`config.mk`:
```
export PLATFORM = sky130hd
export DESIGN_NAME = insn_length_and_target_predecoder_unit
export DESIGN_NICKNAME = d
export VERILOG_FILES = /design/src/hdl/iltp_pkg.sv /design/src/hdl/insn_length_and_target_predecoder_unit.sv
export SDC_FILE = /design/constraint.sdc
export NUM_CORES = 1
export LEC_CHECK = 0
export BUFFER_PORTS_ARGS = -buffer_cell sky130_fd_sc_hd__buf_2
export CORE_ASPECT_RATIO = 1.1
export CORE_MARGIN = 3
export CORE_UTILIZATION = 52
export DETAILED_ROUTE_END_ITERATION = 8
export PLACE_DENSITY = 0.77
export RECOVER_POWER = 100
export SYNTH_ARGS = -nofsm -noshare
export SYNTH_HDL_FRONTEND = slang
export SYNTH_SLANG_ARGS = --single-unit
```
`constraint.sdc`:
```
create_clock -name clk_i -period 4.7 [get_ports clk_i]
set_input_delay 0.235 -clock clk_i [delete_from_list [all_inputs] [get_ports clk_i]]
set_output_delay 0.235 -clock clk_i [all_outputs]
set_load 0.02 [all_outputs]
```
`src/hdl/iltp_pkg.sv`:
```
// Shared types, codes and the opcode length table of the instruction length
// and target predecoder. No dependencies; used by the top-level module.
package iltp_pkg;

  localparam int unsigned MaxInsnBytes = 8;
  localparam int unsigned IdxW         = $clog2(MaxInsnBytes);

  localparam logic [7:0] PrefixByte = 8'hFE;

  // Opcode groups as reported on the result channel.
  typedef enum logic [3:0] {
    GRP_SJMP    = 4'd0,
    GRP_SCALL   = 4'd1,
    GRP_JBC     = 4'd2,
    GRP_JBS     = 4'd3,
    GRP_CONDJMP = 4'd4,
    GRP_FX      = 4'd5,
    GRP_EX      = 4'd6,
    GRP_CX      = 4'd7,
    GRP_LOW     = 4'd8,
    GRP_MIDDLE  = 4'd9
  } grp_e;

  // Kind of the reference word.
  typedef enum logic [2:0] {
    REF_NONE    = 3'd0,
    REF_JUMP    = 3'd1,
    REF_CALL    = 3'd2,
    REF_DATA    = 3'd3,
    REF_POINTER = 3'd4
  } ref_e;

  // Addressing modes taken from the two low opcode bits.
  localparam logic [1:0] ModeDirect    = 2'd0;
  localparam logic [1:0] ModeImmediate = 2'd1;
  localparam logic [1:0] ModeIndirect  = 2'd2;
  localparam logic [1:0] ModeIndexed   = 2'd3;

  // Special opcodes.
  localparam logic [7:0] OpDjnz  = 8'hE0;
  localparam logic [7:0] OpDjnzw = 8'hE1;
  localparam logic [7:0] OpLjmp  = 8'hE7;
  localparam logic [7:0] OpLcall = 8'hEF;
  localparam logic [7:0] OpBmov  = 8'hC1;
  localparam logic [7:0] OpCmpl  = 8'hC5;

  // Decoded length table entry: len zero marks an unknown opcode, ext adds a
  // byte when the byte after the opcode is odd.
  typedef struct packed {
    logic       ext;
    logic [2:0] len;
  } len_t;

  localparam logic signed [3:0] LenRom [256] = '{
     2, 2, 2, 2, 2, 2, 2, 2, 3, 3, 3, 3, 3, 3, 3, 3,
     0, 2, 2, 2, 0, 2, 2, 2, 3, 3, 3, 0, 0, 0, 0, 0,
     2, 2, 2, 2, 2, 2, 2, 2, 2, 2, 2, 2, 2, 2, 2, 2,
     3, 3, 3, 3, 3, 3, 3, 3, 3, 3, 3, 3, 3, 3, 3, 3,
     4, 5, 4,-5, 4, 5, 4,-5, 4, 5, 4,-5, 4, 5, 4,-5,
     4, 4, 4,-5, 4, 4, 4,-5, 4, 4, 4,-5, 4, 4, 4,-5,
     3, 4, 3,-4, 3, 4, 3,-4, 3, 4, 3,-4, 3, 4, 3,-4,
     3, 3, 3,-4, 3, 3, 3,-4, 3, 3, 3,-4, 3, 3, 3,-4,
     3, 4, 3,-4, 3, 4, 3,-4, 3, 4, 3,-4, 3, 4, 3,-4,
     3, 3, 3,-4, 3, 3, 3,-4, 3, 3, 3,-4, 3, 3, 3,-4,
     3, 4, 3,-4, 3, 4, 3,-4, 3, 4, 3,-4, 3, 3, 3,-4,
     3, 3, 3,-4, 3, 3, 3,-4, 3, 3, 3,-4, 3, 3, 3,-4,
     3, 3, 3,-4, 3, 3, 3,-4, 2, 3, 2,-3, 2, 0, 2,-3,
     2, 2, 2, 2, 2, 2, 2, 2, 2, 2, 2, 2, 2, 2, 2, 2,
     3, 3, 0, 2, 0, 0, 0, 3, 0, 0, 0, 0, 0, 0, 0, 3,
     1, 0, 1, 1, 1, 1, 2, 0, 1, 1, 1, 1, 1, 1,-7, 1
  };

  function automatic len_t len_lookup(input logic [7:0] op);
    logic signed [3:0] e;
    len_t r;
    e     = LenRom[op];
    r.ext = e[3];
    r.len = e[3] ? 3'(-e) : e[2:0];
    return r;
  endfunction

  function automatic grp_e group_of(input logic [7:0] op);
    grp_e g;
    priority if (op[7:3] == 5'b00100) g = GRP_SJMP;
    else if (op[7:3] == 5'b00101) g = GRP_SCALL;
    else if (op[7:3] == 5'b00110) g = GRP_JBC;
    else if (op[7:3] == 5'b00111) g = GRP_JBS;
    else if (op[7:4] == 4'hD) g = GRP_CONDJMP;
    else if (op[7:4] == 4'hF) g = GRP_FX;
    else if (op[7:4] == 4'hE) g = GRP_EX;
    else if (op[7:4] == 4'hC) g = GRP_CX;
    else if (op[7:5] == 3'b000) g = GRP_LOW;
    else g = GRP_MIDDLE;
    return g;
  endfunction

endpackage

```
`src/hdl/insn_length_and_target_predecoder_unit.sv`:
```
// Instruction length and target predecoder, top level.
// Depends on iltp_pkg for the length table, group and reference codes.
//
// Usage: code bytes enter one per transaction on the input channel
// (in_valid_i, in_stall_o, code_byte_i). The block tracks instruction
// boundaries, including an optional 0xFE signed prefix, and emits one record
// per finished instruction on the result channel (out_valid_o, out_stall_i
// and the record fields). Prefix bytes and non-final bytes give no record.
// Throughput: one code byte per cycle while in_stall_o is low. Every byte is
// decoded by a single pass of logic (length table lookup, group decode and
// one 16-bit target add) between the byte state registers and the result
// register, so the record for an instruction appears in the cycle after
// its last byte is accepted. The result register is the only buffer: a new
// byte is taken whenever that register is empty or is being drained in the
// same cycle. While the receiver stalls with a record pending, in_stall_o is
// high and the pending record holds steady.
// Reset clears all control state and sets the start address to zero. A write
// of start_address through the APB-style port (byte address 0) restarts
// decoding at that address; it is meant to be done only while the block is
// idle. Reads of address 0 return start_address.
module insn_length_and_target_predecoder_unit (
  input  logic        clk_i,
  input  logic        rst_ni,
  // Configuration port.
  input  logic        psel,
  input  logic        penable,
  input  logic        pwrite,
  input  logic [2:0]  paddr,
  input  logic [31:0] pwdata,
  output logic [31:0] prdata,
  output logic        pready,
  // Code byte channel.
  input  logic        in_valid_i,
  output logic        in_stall_o,
  input  logic [7:0]  code_byte_i,
  // Record channel.
  output logic        out_valid_o,
  input  logic        out_stall_i,
  output logic [15:0] insn_address_o,
  output logic [7:0]  opcode_value_o,
  output logic        signed_prefix_o,
  output logic [3:0]  total_length_o,
  output logic        known_opcode_o,
  output logic [3:0]  opcode_group_o,
  output logic [1:0]  address_mode_o,
  output logic        byte_operation_o,
  output logic [2:0]  reference_kind_o,
  output logic [15:0] reference_value_o
);

  localparam int unsigned IdxW = iltp_pkg::IdxW;
  localparam int unsigned PhW  = IdxW + 1;

  // Decode state.
  logic [15:0]     start_addr_q;
  logic [IdxW-1:0] phase_q, phase_d;
  logic [PhW-1:0]  exp_len_q, exp_len_d;
  logic            ext_q, ext_d;
  logic            prefix_q, prefix_d;
  logic [15:0]     cur_addr_q, cur_addr_d;
  logic [15:0]     first_addr_q, first_addr_d;
  logic [7:0]      bytes_q [iltp_pkg::MaxInsnBytes];

  // Result register.
  logic        out_valid_q;
  logic [15:0] addr_q;
  logic [7:0]  op_q;
  logic        pfx_q;
  logic [3:0]  tlen_q;
  logic        known_q;
  logic [3:0]  grp_q;
  logic [1:0]  mode_q;
  logic        bop_q;
  logic [2:0]  kind_q;
  logic [15:0] val_q;

  logic cfg_wr;
  logic in_accept;

  // Combinational record.
  logic                 emit;
  logic                 store_byte;
  logic                 known;
  logic [7:0]           view [4];
  logic [7:0]           op;
  iltp_pkg::grp_e       grp;
  logic [1:0]           mode;
  logic                 bop;
  iltp_pkg::ref_e       kind;
  logic [15:0]          val;
  logic [15:0]          nxt;
  logic [3:0]           tlen;

  assign pready    = 1'b1;
  assign prdata    = {16'b0, start_addr_q};
  assign cfg_wr    = psel && penable && pwrite && (paddr[2] == 1'b0);
  assign in_stall_o = out_valid_q && out_stall_i;
  assign in_accept = in_valid_i && !in_stall_o;

  // Byte tracking: next phase, length and addresses for the incoming byte.
  always_comb begin
    iltp_pkg::len_t       le;
    logic [PhW-1:0]       ph_next;
    phase_d      = phase_q;
    exp_len_d    = exp_len_q;
    ext_d        = ext_q;
    prefix_d     = prefix_q;
    first_addr_d = first_addr_q;
    cur_addr_d   = cur_addr_q + 16'd1;
    emit         = 1'b0;
    store_byte   = 1'b1;
    known        = 1'b1;
    le           = iltp_pkg::len_lookup(code_byte_i);
    ph_next      = PhW'(phase_q) + PhW'(1);
    if (phase_q == '0) begin
      if (!prefix_q) begin
        first_addr_d = cur_addr_q;
      end
      if (code_byte_i == iltp_pkg::PrefixByte && !prefix_q) begin
        prefix_d   = 1'b1;
        store_byte = 1'b0;
      end else if (le.len == 3'd0) begin
        exp_len_d = PhW'(1);
        known     = 1'b0;
        emit      = 1'b1;
      end else begin
        exp_len_d = PhW'(le.len);
        ext_d     = le.ext;
        phase_d   = IdxW'(1);
        emit      = (PhW'(1) >= PhW'(le.len));
      end
    end else begin
      if (phase_q == IdxW'(1) && ext_q && code_byte_i[0]) begin
        exp_len_d = exp_len_q + PhW'(1);
      end
      phase_d = ph_next[IdxW-1:0];
      emit    = (ph_next >= exp_len_d) || ph_next[IdxW];
    end
    if (emit) begin
      phase_d  = '0;
      prefix_d = 1'b0;
    end
  end

  // The first four instruction bytes as seen with the incoming byte in place.
  always_comb begin
    for (int k = 0; k < 4; k++) begin
      view[k] = (phase_q == IdxW'(k)) ? code_byte_i : bytes_q[k];
    end
  end

  // Record fields: group, addressing mode and the reference word.
  always_comb begin
    logic [15:0] off;
    logic        add_nxt;
    logic [PhW-1:0] long_len;
    op       = view[0];
    grp      = iltp_pkg::group_of(op);
    nxt      = cur_addr_d;
    mode     = iltp_pkg::ModeDirect;
    bop      = 1'b0;
    kind     = iltp_pkg::REF_NONE;
    off      = '0;
    add_nxt  = 1'b0;
    long_len = op[3] ? PhW'(4) : PhW'(5);
    if (known) begin
      unique case (grp)
        iltp_pkg::GRP_SJMP, iltp_pkg::GRP_SCALL: begin
          kind    = (grp == iltp_pkg::GRP_SJMP) ? iltp_pkg::REF_JUMP : iltp_pkg::REF_CALL;
          off     = {{6{op[2]}}, op[1:0], view[1]};
          add_nxt = 1'b1;
        end
        iltp_pkg::GRP_JBC, iltp_pkg::GRP_JBS: begin
          kind    = iltp_pkg::REF_JUMP;
          off     = {{8{view[2][7]}}, view[2]};
          add_nxt = 1'b1;
        end
        iltp_pkg::GRP_CONDJMP: begin
          kind    = iltp_pkg::REF_JUMP;
          off     = {{8{view[1][7]}}, view[1]};
          add_nxt = 1'b1;
        end
        iltp_pkg::GRP_EX: begin
          if (op == iltp_pkg::OpDjnz || op == iltp_pkg::OpDjnzw) begin
            kind    = iltp_pkg::REF_JUMP;
            off     = {{8{view[2][7]}}, view[2]};
            add_nxt = 1'b1;
          end else if (op == iltp_pkg::OpLjmp || op == iltp_pkg::OpLcall) begin
            kind    = (op == iltp_pkg::OpLjmp) ? iltp_pkg::REF_JUMP : iltp_pkg::REF_CALL;
            off     = {view[2], view[1]};
            add_nxt = 1'b1;
          end
        end
        iltp_pkg::GRP_CX: begin
          mode = op[1:0];
          bop  = op[4];
          if (op != iltp_pkg::OpBmov && op != iltp_pkg::OpCmpl &&
              mode == iltp_pkg::ModeIndexed && exp_len_d == long_len) begin
            kind = iltp_pkg::REF_POINTER;
            off  = {view[3], view[2]};
          end
        end
        iltp_pkg::GRP_MIDDLE: begin
          mode = op[1:0];
          bop  = op[4];
          if (mode == iltp_pkg::ModeImmediate) begin
            if (!op[4] && ((op & 8'hAC) != 8'hAC)) begin
              kind = iltp_pkg::REF_DATA;
              off  = {view[2], view[1]};
            end
          end else if (mode == iltp_pkg::ModeIndexed && view[1][0]) begin
            kind = iltp_pkg::REF_POINTER;
            off  = {view[3], view[2]};
          end
        end
        default: begin
        end
      endcase
    end
    val  = add_nxt ? (nxt + off) : off;
    tlen = 4'(exp_len_d) + {3'b0, prefix_q};
  end

  // Decode state registers.
  always_ff @(posedge clk_i or negedge rst_ni) begin
    if (!rst_ni) begin
      start_addr_q <= '0;
      phase_q      <= '0;
      exp_len_q    <= '0;
      ext_q        <= 1'b0;
      prefix_q     <= 1'b0;
      cur_addr_q   <= '0;
      first_addr_q <= '0;
    end else if (cfg_wr) begin
      start_addr_q <= pwdata[15:0];
      phase_q      <= '0;
      exp_len_q    <= '0;
      prefix_q     <= 1'b0;
      cur_addr_q   <= pwdata[15:0];
    end else if (in_accept) begin
      phase_q      <= phase_d;
      exp_len_q    <= emit ? '0 : exp_len_d;
      ext_q        <= ext_d;
      prefix_q     <= prefix_d;
      cur_addr_q   <= cur_addr_d;
      first_addr_q <= first_addr_d;
    end
  end

  // Instruction byte store, written at the current phase.
  always_ff @(posedge clk_i) begin
    if (in_accept && store_byte) begin
      bytes_q[phase_q] <= code_byte_i;
    end
  end

  // Result register.
  always_ff @(posedge clk_i or negedge rst_ni) begin
    if (!rst_ni) begin
      out_valid_q <= 1'b0;
    end else if (in_accept && emit) begin
      out_valid_q <= 1'b1;
    end else if (!out_stall_i) begin
      out_valid_q <= 1'b0;
    end
  end

  always_ff @(posedge clk_i) begin
    if (in_accept && emit) begin
      addr_q  <= first_addr_d;
      op_q    <= op;
      pfx_q   <= prefix_q;
      tlen_q  <= tlen;
      known_q <= known;
      grp_q   <= grp;
      mode_q  <= mode;
      bop_q   <= bop;
      kind_q  <= kind;
      val_q   <= (kind == iltp_pkg::REF_NONE) ? 16'd0 : val;
    end
  end

  assign out_valid_o       = out_valid_q;
  assign insn_address_o    = addr_q;
  assign opcode_value_o    = op_q;
  assign signed_prefix_o   = pfx_q;
  assign total_length_o    = tlen_q;
  assign known_opcode_o    = known_q;
  assign opcode_group_o    = grp_q;
  assign address_mode_o    = mode_q;
  assign byte_operation_o  = bop_q;
  assign reference_kind_o  = kind_q;
  assign reference_value_o = val_q;

  // A record always covers between one and nine bytes.
  assert property (@(posedge clk_i) disable iff (!rst_ni)
    out_valid_o |-> (total_length_o >= 4'd1 && total_length_o <= 4'd9))
    else $error("record length out of range");

  // Unknown opcodes carry no mode, byte bit or reference.
  assert property (@(posedge clk_i) disable iff (!rst_ni)
    (out_valid_o && !known_opcode_o) |->
      (reference_kind_o == iltp_pkg::REF_NONE && address_mode_o == 2'd0 &&
       !byte_operation_o))
    else $error("unknown opcode with decoded fields");

  // A record without reference has a zero reference word.
  assert property (@(posedge clk_i) disable iff (!rst_ni)
    (out_valid_o && reference_kind_o == iltp_pkg::REF_NONE) |->
      (reference_value_o == 16'd0))
    else $error("reference word set without reference kind");

  // Writing the start address restarts decoding at an instruction boundary.
  assert property (@(posedge clk_i) disable iff (!rst_ni)
    cfg_wr |=> (phase_q == '0 && !prefix_q && cur_addr_q == start_addr_q))
    else $error("restart did not clear decode state");

endmodule

```
# Word level (Yosys, flattened, before mapping)
# Memory sizes are Yosys's and may differ from the RTL's.
# Index checks and enable logic that the tools add are counted.
totals:
  register_bits: 114
  ram_bits: 64
  rom_bits: 1024
  output_inout_bits: 91
  elab_cells: 180
  n_memories: 2
op_classes:
  add_sub_neg: 6
  order_cmp: 3
  n_eq_ne: 32
  mux: 75
  bitwise_logic: 5
  n_reduce_logical: 39
memory_table:
  columns: ["memory", "words", "word_bits", "rd", "rd_clocked_by_memory_dff", "wr", "line_no", "source"]
  rows:
  - ["(name not given)", 256, 4, 1, 0, 0, "iltp_pkg.sv:76", "e = LenRom[op];"]
  - ["bytes_q", 8, 8, 4, 0, 1, "insn_length_and_target_predecoder_unit.sv:62", "logic [7:0] bytes_q [iltp_pkg::MaxInsnBytes];"]
ops:
  columns: ["operator", "n"]
  rows:
  - ["two-way mux 16 bit", 12]
  - ["one-hot mux 16 bit (6 select lines)", 1]
  - ["two-way mux 4 bit", 17]
  - ["== test 8 bit (second input constant)", 5]
  - ["two-way mux 3 bit", 12]
  - ["two-way mux 8 bit", 4]
  - ["two-way mux 1 bit", 22]
  - ["== test 4 bit (second input constant)", 5]
  - ["== test 5 x 3 -> 1 bit (second input constant)", 4]
  - ["adder 16 x 1 -> 16 bit (second input constant)", 1]
  - ["adder 16 bit", 1]
  - ["!= test 8 bit (second input constant)", 2]
  - ["logical AND 1 bit", 15]
  - ["one-hot mux 3 bit (5 select lines)", 1]
  - ["== test 4 x 3 -> 1 bit (second input constant)", 3]
  - ["logical NOT 3 bit", 4]
  - ["!= test 4 bit (second input constant)", 3]
  - ["two-way mux 2 bit", 5]
  - [">= comparator 9 bit (second input constant)", 1]
  - ["NOT 8 -> 9 bit", 1]
  - ["== test 4 x 2 -> 1 bit (second input constant)", 2]
  - ["== test 3 x 2 -> 1 bit (second input constant)", 2]
  - ["AND reduction 3 bit", 2]
  - ["nonzero test 3 bit", 2]
  - ["23 further kinds", 33]

# Depth between registers and ports, before layout
depth:
  word_depth: 18
  ltp_mapped: 28

# Least setup slack after synthesis
# OpenSTA, ideal clock, no wires.
synth_path:
  kind: "flip-flop to flip-flop"
  startpoint: "register phase_q[0]"
  endpoint: "register val_q[15], in the netlist reference_value_o[15], data pin"
  setup_time_ns: 0.265
  arrival_ns: 4.986
  required_ns: 4.435
  setup_slack_ns: -0.551
  stages_incl_launch_ff: 26
  path_buffers: 2
  period_less_slack_ns: 5.251
  cell_sequence: "dfrtp_1 -> inv_1 -> ha_1 -> nand2b_2 -> buf_6 -> clkbuf_1 -> nand2_1 -> o21ai_0 -> ha_1 -> o211ai_1 -> nor4_1 -> nand2_1 -> a21oi_1 -> nor2_1 -> a2111oi_1 -> nor2_1 -> ha_1 -> a21oi_1 -> a21boi_0 -> o21ai_0 -> o21ai_0 -> o41ai_1 -> o21ai_0 -> xnor2_1 -> nor2_1 -> xnor2_1"
synth_between:
  elab_chain_len: 18
  word_cells_on_any_way: 88
  cone_classes: "1 x add/sub; 28 x eq/ne; 41 x mux; 18 x reduce/logical"
synth_rtl:
  columns: ["element", "line_no", "source"]
  rows:
  - ["start: declaration", "insn_length_and_target_predecoder_unit.sv:56", "logic [IdxW-1:0] phase_q, phase_d;"]
  - ["start signal: assignment", "insn_length_and_target_predecoder_unit.sv:241", "phase_q <= phase_d;"]
  - ["logical NOT 3 bit *", "insn_length_and_target_predecoder_unit.sv:148", "view[k] = (phase_q == IdxW'(k)) ? code_byte_i : bytes_q[k];"]
  - ["two-way mux 8 bit *", "insn_length_and_target_predecoder_unit.sv:148", null]
  - ["net op[6]", "insn_length_and_target_predecoder_unit.sv:85", "logic [7:0] op;"]
  - ["logical NOT 3 bit", "iltp_pkg.sv:92", "else if (op[7:5] == 3'b000) g = GRP_LOW;"]
  - ["two-way mux 1 bit", "iltp_pkg.sv:92", null]
  - ["two-way mux 4 bit", "iltp_pkg.sv:91", "else if (op[7:4] == 4'hC) g = GRP_CX;"]
  - ["two-way mux 4 bit", "iltp_pkg.sv:90", "else if (op[7:4] == 4'hE) g = GRP_EX;"]
  - ["two-way mux 4 bit", "iltp_pkg.sv:89", "else if (op[7:4] == 4'hF) g = GRP_FX;"]
  - ["[3 not listed]", null, null]
  - ["two-way mux 4 bit", "iltp_pkg.sv:85", "else if (op[7:3] == 5'b00101) g = GRP_SCALL;"]
  - ["two-way mux 4 bit", "iltp_pkg.sv:84", "priority if (op[7:3] == 5'b00100) g = GRP_SJMP;"]
  - ["== test 4 x 2 -> 1 bit, or another cell as far along", "insn_length_and_target_predecoder_unit.sv:167", "unique case (grp)"]
  - ["OR reduction 2 bit, on equally long branches", null, null]
  - ["one-hot mux 16 bit (6 select lines)", "insn_length_and_target_predecoder_unit.sv:167", null]
  - ["two-way mux 16 bit", "insn_length_and_target_predecoder_unit.sv:166", "if (known) begin"]
  - ["adder 16 bit", "insn_length_and_target_predecoder_unit.sv:220", "val = add_nxt ? (nxt + off) : off;"]
  - ["two-way mux 16 bit", "insn_length_and_target_predecoder_unit.sv:220", null]
  - ["end signal: assignment", "insn_length_and_target_predecoder_unit.sv:279", "val_q <= (kind == iltp_pkg::REF_NONE) ? 16'd0 : val;"]
  - ["end: declaration", "insn_length_and_target_predecoder_unit.sv:75", "logic [15:0] val_q;"]
# The timed path passes the listed nets; every way through them passes the cells marked *. The select of a mux whose other input is x is not followed.
# A chain may end at the register's enable or synchronous reset.

# Final worst setup path
layout_path:
  startpoint: "register phase_q[0]"
  endpoint: "register val_q[14], in the netlist reference_value_o[14], data pin"
layout_between:
  elab_chain_len: 18
  word_cells_on_any_way: 88
  cone_classes: "1 x add/sub; 28 x eq/ne; 41 x mux; 18 x reduce/logical"
layout_rtl:
  columns: ["element", "line_no", "source"]
  rows:
  - ["logical NOT 3 bit", "insn_length_and_target_predecoder_unit.sv:115, insn_length_and_target_predecoder_unit.sv:148", null]
  - ["two-way mux 8 bit", "insn_length_and_target_predecoder_unit.sv:148", null]
  - ["logical NOT 3 bit", "iltp_pkg.sv:92", null]
  - ["two-way mux 1 bit", "iltp_pkg.sv:92", null]
  - ["two-way mux 4 bit", "iltp_pkg.sv:91", null]
  - ["two-way mux 4 bit", "iltp_pkg.sv:90", null]
  - ["two-way mux 4 bit", "iltp_pkg.sv:89", null]
  - ["two-way mux 4 bit", "iltp_pkg.sv:88", "else if (op[7:4] == 4'hD) g = GRP_CONDJMP;"]
  - ["[2 not listed]", null, null]
  - ["two-way mux 4 bit", "iltp_pkg.sv:85", null]
  - ["two-way mux 4 bit", "iltp_pkg.sv:84", null]
  - ["== test 4 x 2 -> 1 bit, or another cell as far along", "insn_length_and_target_predecoder_unit.sv:167", null]
  - ["OR reduction 2 bit, on equally long branches", null, null]
  - ["one-hot mux 16 bit (6 select lines)", "insn_length_and_target_predecoder_unit.sv:167", null]
  - ["two-way mux 16 bit", "insn_length_and_target_predecoder_unit.sv:166", null]
  - ["adder 16 bit", "insn_length_and_target_predecoder_unit.sv:220", null]
  - ["two-way mux 16 bit", "insn_length_and_target_predecoder_unit.sv:220", null]
# Several ways; a longest one is shown, not always the timed one. The select of a mux whose other input is x is not followed.

==> qor.yml <==
synth_cell_type_count: 75
wirelength_microns: 26070
die_w_microns: 129.3
arrival_ns: 5.14
grt_usage_pct: 27.68
synth_mux_area_share_pct: 8.386
area_delta_synth_final_pct: 35.90
setup_slack_ns: -0.2789
first_iter_violations: 829
synth_seq_cells: 146
synthAdderAreaFrac_pct: 4.833
max_freq_mhz: 200.8
nNetsFinal: 1241
powerDensity_nw_per_um2: 778.4
yosysSeqAreaShare_pct: 47.07
synth_warnings: 0
netlist_area_sq_um: 8698
clk_latency_ns: 0.43
wire_per_inst_microns: 19.01
avgSynthCellArea_sq_um: 10.03
ir_drop_mv: 0.7952
h-tree-depth: 4
post-route-min-period_ns: 4.979
grt_pass1_vias: 7847
tns_ns: -1.091
route.detailed.drc: 0
violations: "capacitance limit, slew limit, setup timing"
most-common-layout-cells: "buf_4, nand2_1, clkbuf_1"
slowest_stage: "or4_4"
core_region_area_sq_um: 16040
critPathMaxFanout: 6
num_vias: 8084
ant_nets: 0
period_share_pct: 105.9
clkSinkCount: 146
io_buffers: 105
setup_viol_count_final: 8
status: "finished with violations"
clock-root-buffer: "clkbuf_16"
slew_violations: 59
die-area_sq_um: 18320
grt_max_degree: 59
critPathMaxStageDelay_ns: 0.54
clkTransAtPathRegs_ns: 0.07
synth-xor-area-share_pct: 4.531
synth-compound-area-share_pct: 14.24
whs_ns: 0.01221
synth-edff-count: 88
cp_top_family: "compound AO/OA/AOI/OAI gates"
grt_overflow_total: 0
n_antenna_cell: 0
cap_violations: 1
grt_pass1_wl_microns: 39820
synth_top_family_by_area: "simple AND/OR/NAND/NOR gates"
grt_antenna_before_repair: 0
cts_tree: "yes"
place_hpwl_microns: 17380
netlist_instances: 867
fin_worst_skew_ns: 0.008420
drt_pass1_iterations: 6
placementRows: 48
crit_path_cell_trace: "inv_2 > ha_4 > nor2b_4 > buf_12 > mux2i_4 > buf_4 > buf_6 > or4_4 > a221oi_4 > nand2_2 > a22o_1 > nand2_1 > o21ai_1 > nor2_2 > ha_4 > a21oi_4 > buf_4 > o21ai_0 > nor4_4 > o21bai_1 > a21oi_2 > xor2_1 > a21oi_1"
synthFlopType: "edfxtp_1"
async_reset_ff_share_pct: 39.73
critPathBufInv: 5
synthSimpleGateAreaFrac_pct: 16.30
critPathLaunchType: "flip-flop"
viasPerCell: 5.896
synthTopCellsByArea: "edfxtp_1, dfrtp_1, mux2_2"
drive_above_1_share_pct: 33.56
max-slew-margin-rel_pct: -107.6
place_congestion: 0.9468
die_height_microns: 141.7
start_util_pct: 54.24
io_pins: 141
cts.path.max_buffers: 2
grt_setup_unrepaired: "yes"
layout_commonest_cell: "buf_4"
synth.largest_area_cell: "edfxtp_1"
hold_violations: 0
worstMarginPinSlew_ns: 3.114
critical_path_class: "reg -> reg"
power_leakage_nw: 5.046
synth.top_cell.area_share_pct: 30.38
cts_buffers: 17
hp-class: "in -> reg"
cp-end-kind: "flip-flop"
critPathRequiredTime_ns: 4.87
==> flip-flops by register name, summed over array words and instances, names as in the netlist <==
register and cells:
address_mode_o 2, byte_operation_o 1, bytes_q 32, cur_addr_q 16, exp_len_q 4, ext_q 1
first_addr_q 16, insn_address_o 16, known_opcode_o 1, opcode_group_o 4, opcode_value_o 8, out_valid_o 1
phase_q 3, prefix_q 1, reference_kind_o 3, reference_value_o 16, signed_prefix_o 1, start_addr_q 16
total_length_o 4
==> Yosys cell counts (14+ instances only) <==
| cell type | n |
|---|---|
| a21oi_1 | 54 |
| buf_2 | 14 |
| buf_4 | 18 |
| clkbuf_1 | 21 |
| dfrtp_1 | 58 |
| edfxtp_1 | 88 |
| ha_1 | 32 |
| inv_1 | 25 |
| mux2_2 | 44 |
| mux2i_1 | 22 |
| nand2_1 | 116 |
| nand3_1 | 28 |
| nor2_1 | 70 |
| nor3_1 | 20 |
| o21ai_0 | 50 |
| xnor2_1 | 24 |
| xor2_1 | 21 |
==> worst paths after layout <==
check | slack (ns) | startpoint | cells past startpoint | endpoint
max | -0.28 | phase_q[0] | 23 | reference_value_o[14]
min | 0.01 | pwdata[8] | 3 | start_addr_q[8]
max reg2reg | -0.28 | phase_q[0] | 23 | reference_value_o[14]
min reg2reg | 0.48 | start_addr_q[4] | 2 | start_addr_q[4]
max in group asynchronous | 1.24 | rst_ni | 3 | phase_q[0]
min in group asynchronous | 1.44 | rst_ni | 3 | first_addr_q[7]
==> worst min-delay path: stages <==
cell and delay [ns]:
buf_2 0.07, nand2_1 0.05, nand2_1 0.05
==> area by class of cell <==
class | instances | area, sq um
fillers | 1141 | 4214
repair buffers | 313 | 2008
flip-flops and latches | 146 | 4095
clock inverters | 13 | 112.6
well taps | 200 | 250.2
clock buffers | 19 | 454.2
inverters | 25 | 93.84
multi-input cells | 655 | 4807
==> report_power, final <==
group	total, mW	leakage [nW]	switching, mW	internal [mW]
clock network	1.33	0.285	0.604	0.727
logic	5.65	3.21	3.18	2.47
registers	2.22	1.55	0.226	1.99
==> metrics by stage <==
stage | utilization, % | area, sq um | std cells | setup WS [ns] | total power, mW
floorplan | - | 8957 | 882 | -0.1400 | 5.140
global placement | 66.08 | 10600 | 1293 | -0.3037 | 6.870
detailed placement | 66.08 | 10600 | 1293 | -0.4343 | 6.954
CTS | 72.11 | 11560 | 1360 | -0.03396 | 8.736
global route | 73.72 | 11820 | 1371 | -0.4873 | 9.671
finish | 73.72 | 11820 | 1371 | -0.2789 | 9.202
==> cell families (layout without fill, tap and decap cells) <==
group | Yosys count | in the layout
and+or+nand+nor | 303 | 303
adders and majority gates | 33 | 33
DFF | 146 | 146
muxes | 67 | 67
xor gates and xnor gates | 45 | 45
other | 2 | 17
AOI/OAI and AO/OA | 190 | 190
buffers and inverters | 81 | 370
==> layer usage <==
layer | share of wire [%] | vias to the layer above | GRT usage (%)
met1 | 42 | 3933 | 37.78
met5 | 0 | - | 0
met4 | 2.2 | 0 | 9.784
li1 | - | 3708 | -
met2 | 49 | 386 | 45.25
met3 | 6.9 | 57 | 3.916
==> what timing repair did <==
item                                   4_1_cts  5_1_grt
resized for setup                           32       62
setup endpoints to repair                    8       10
hold buffers                                 1        0
endpoints found under the hold margin       58        0
setup buffers                               34       17
pin swaps                                   40       47
Note: power is estimated with default switching activity, not from simulation.
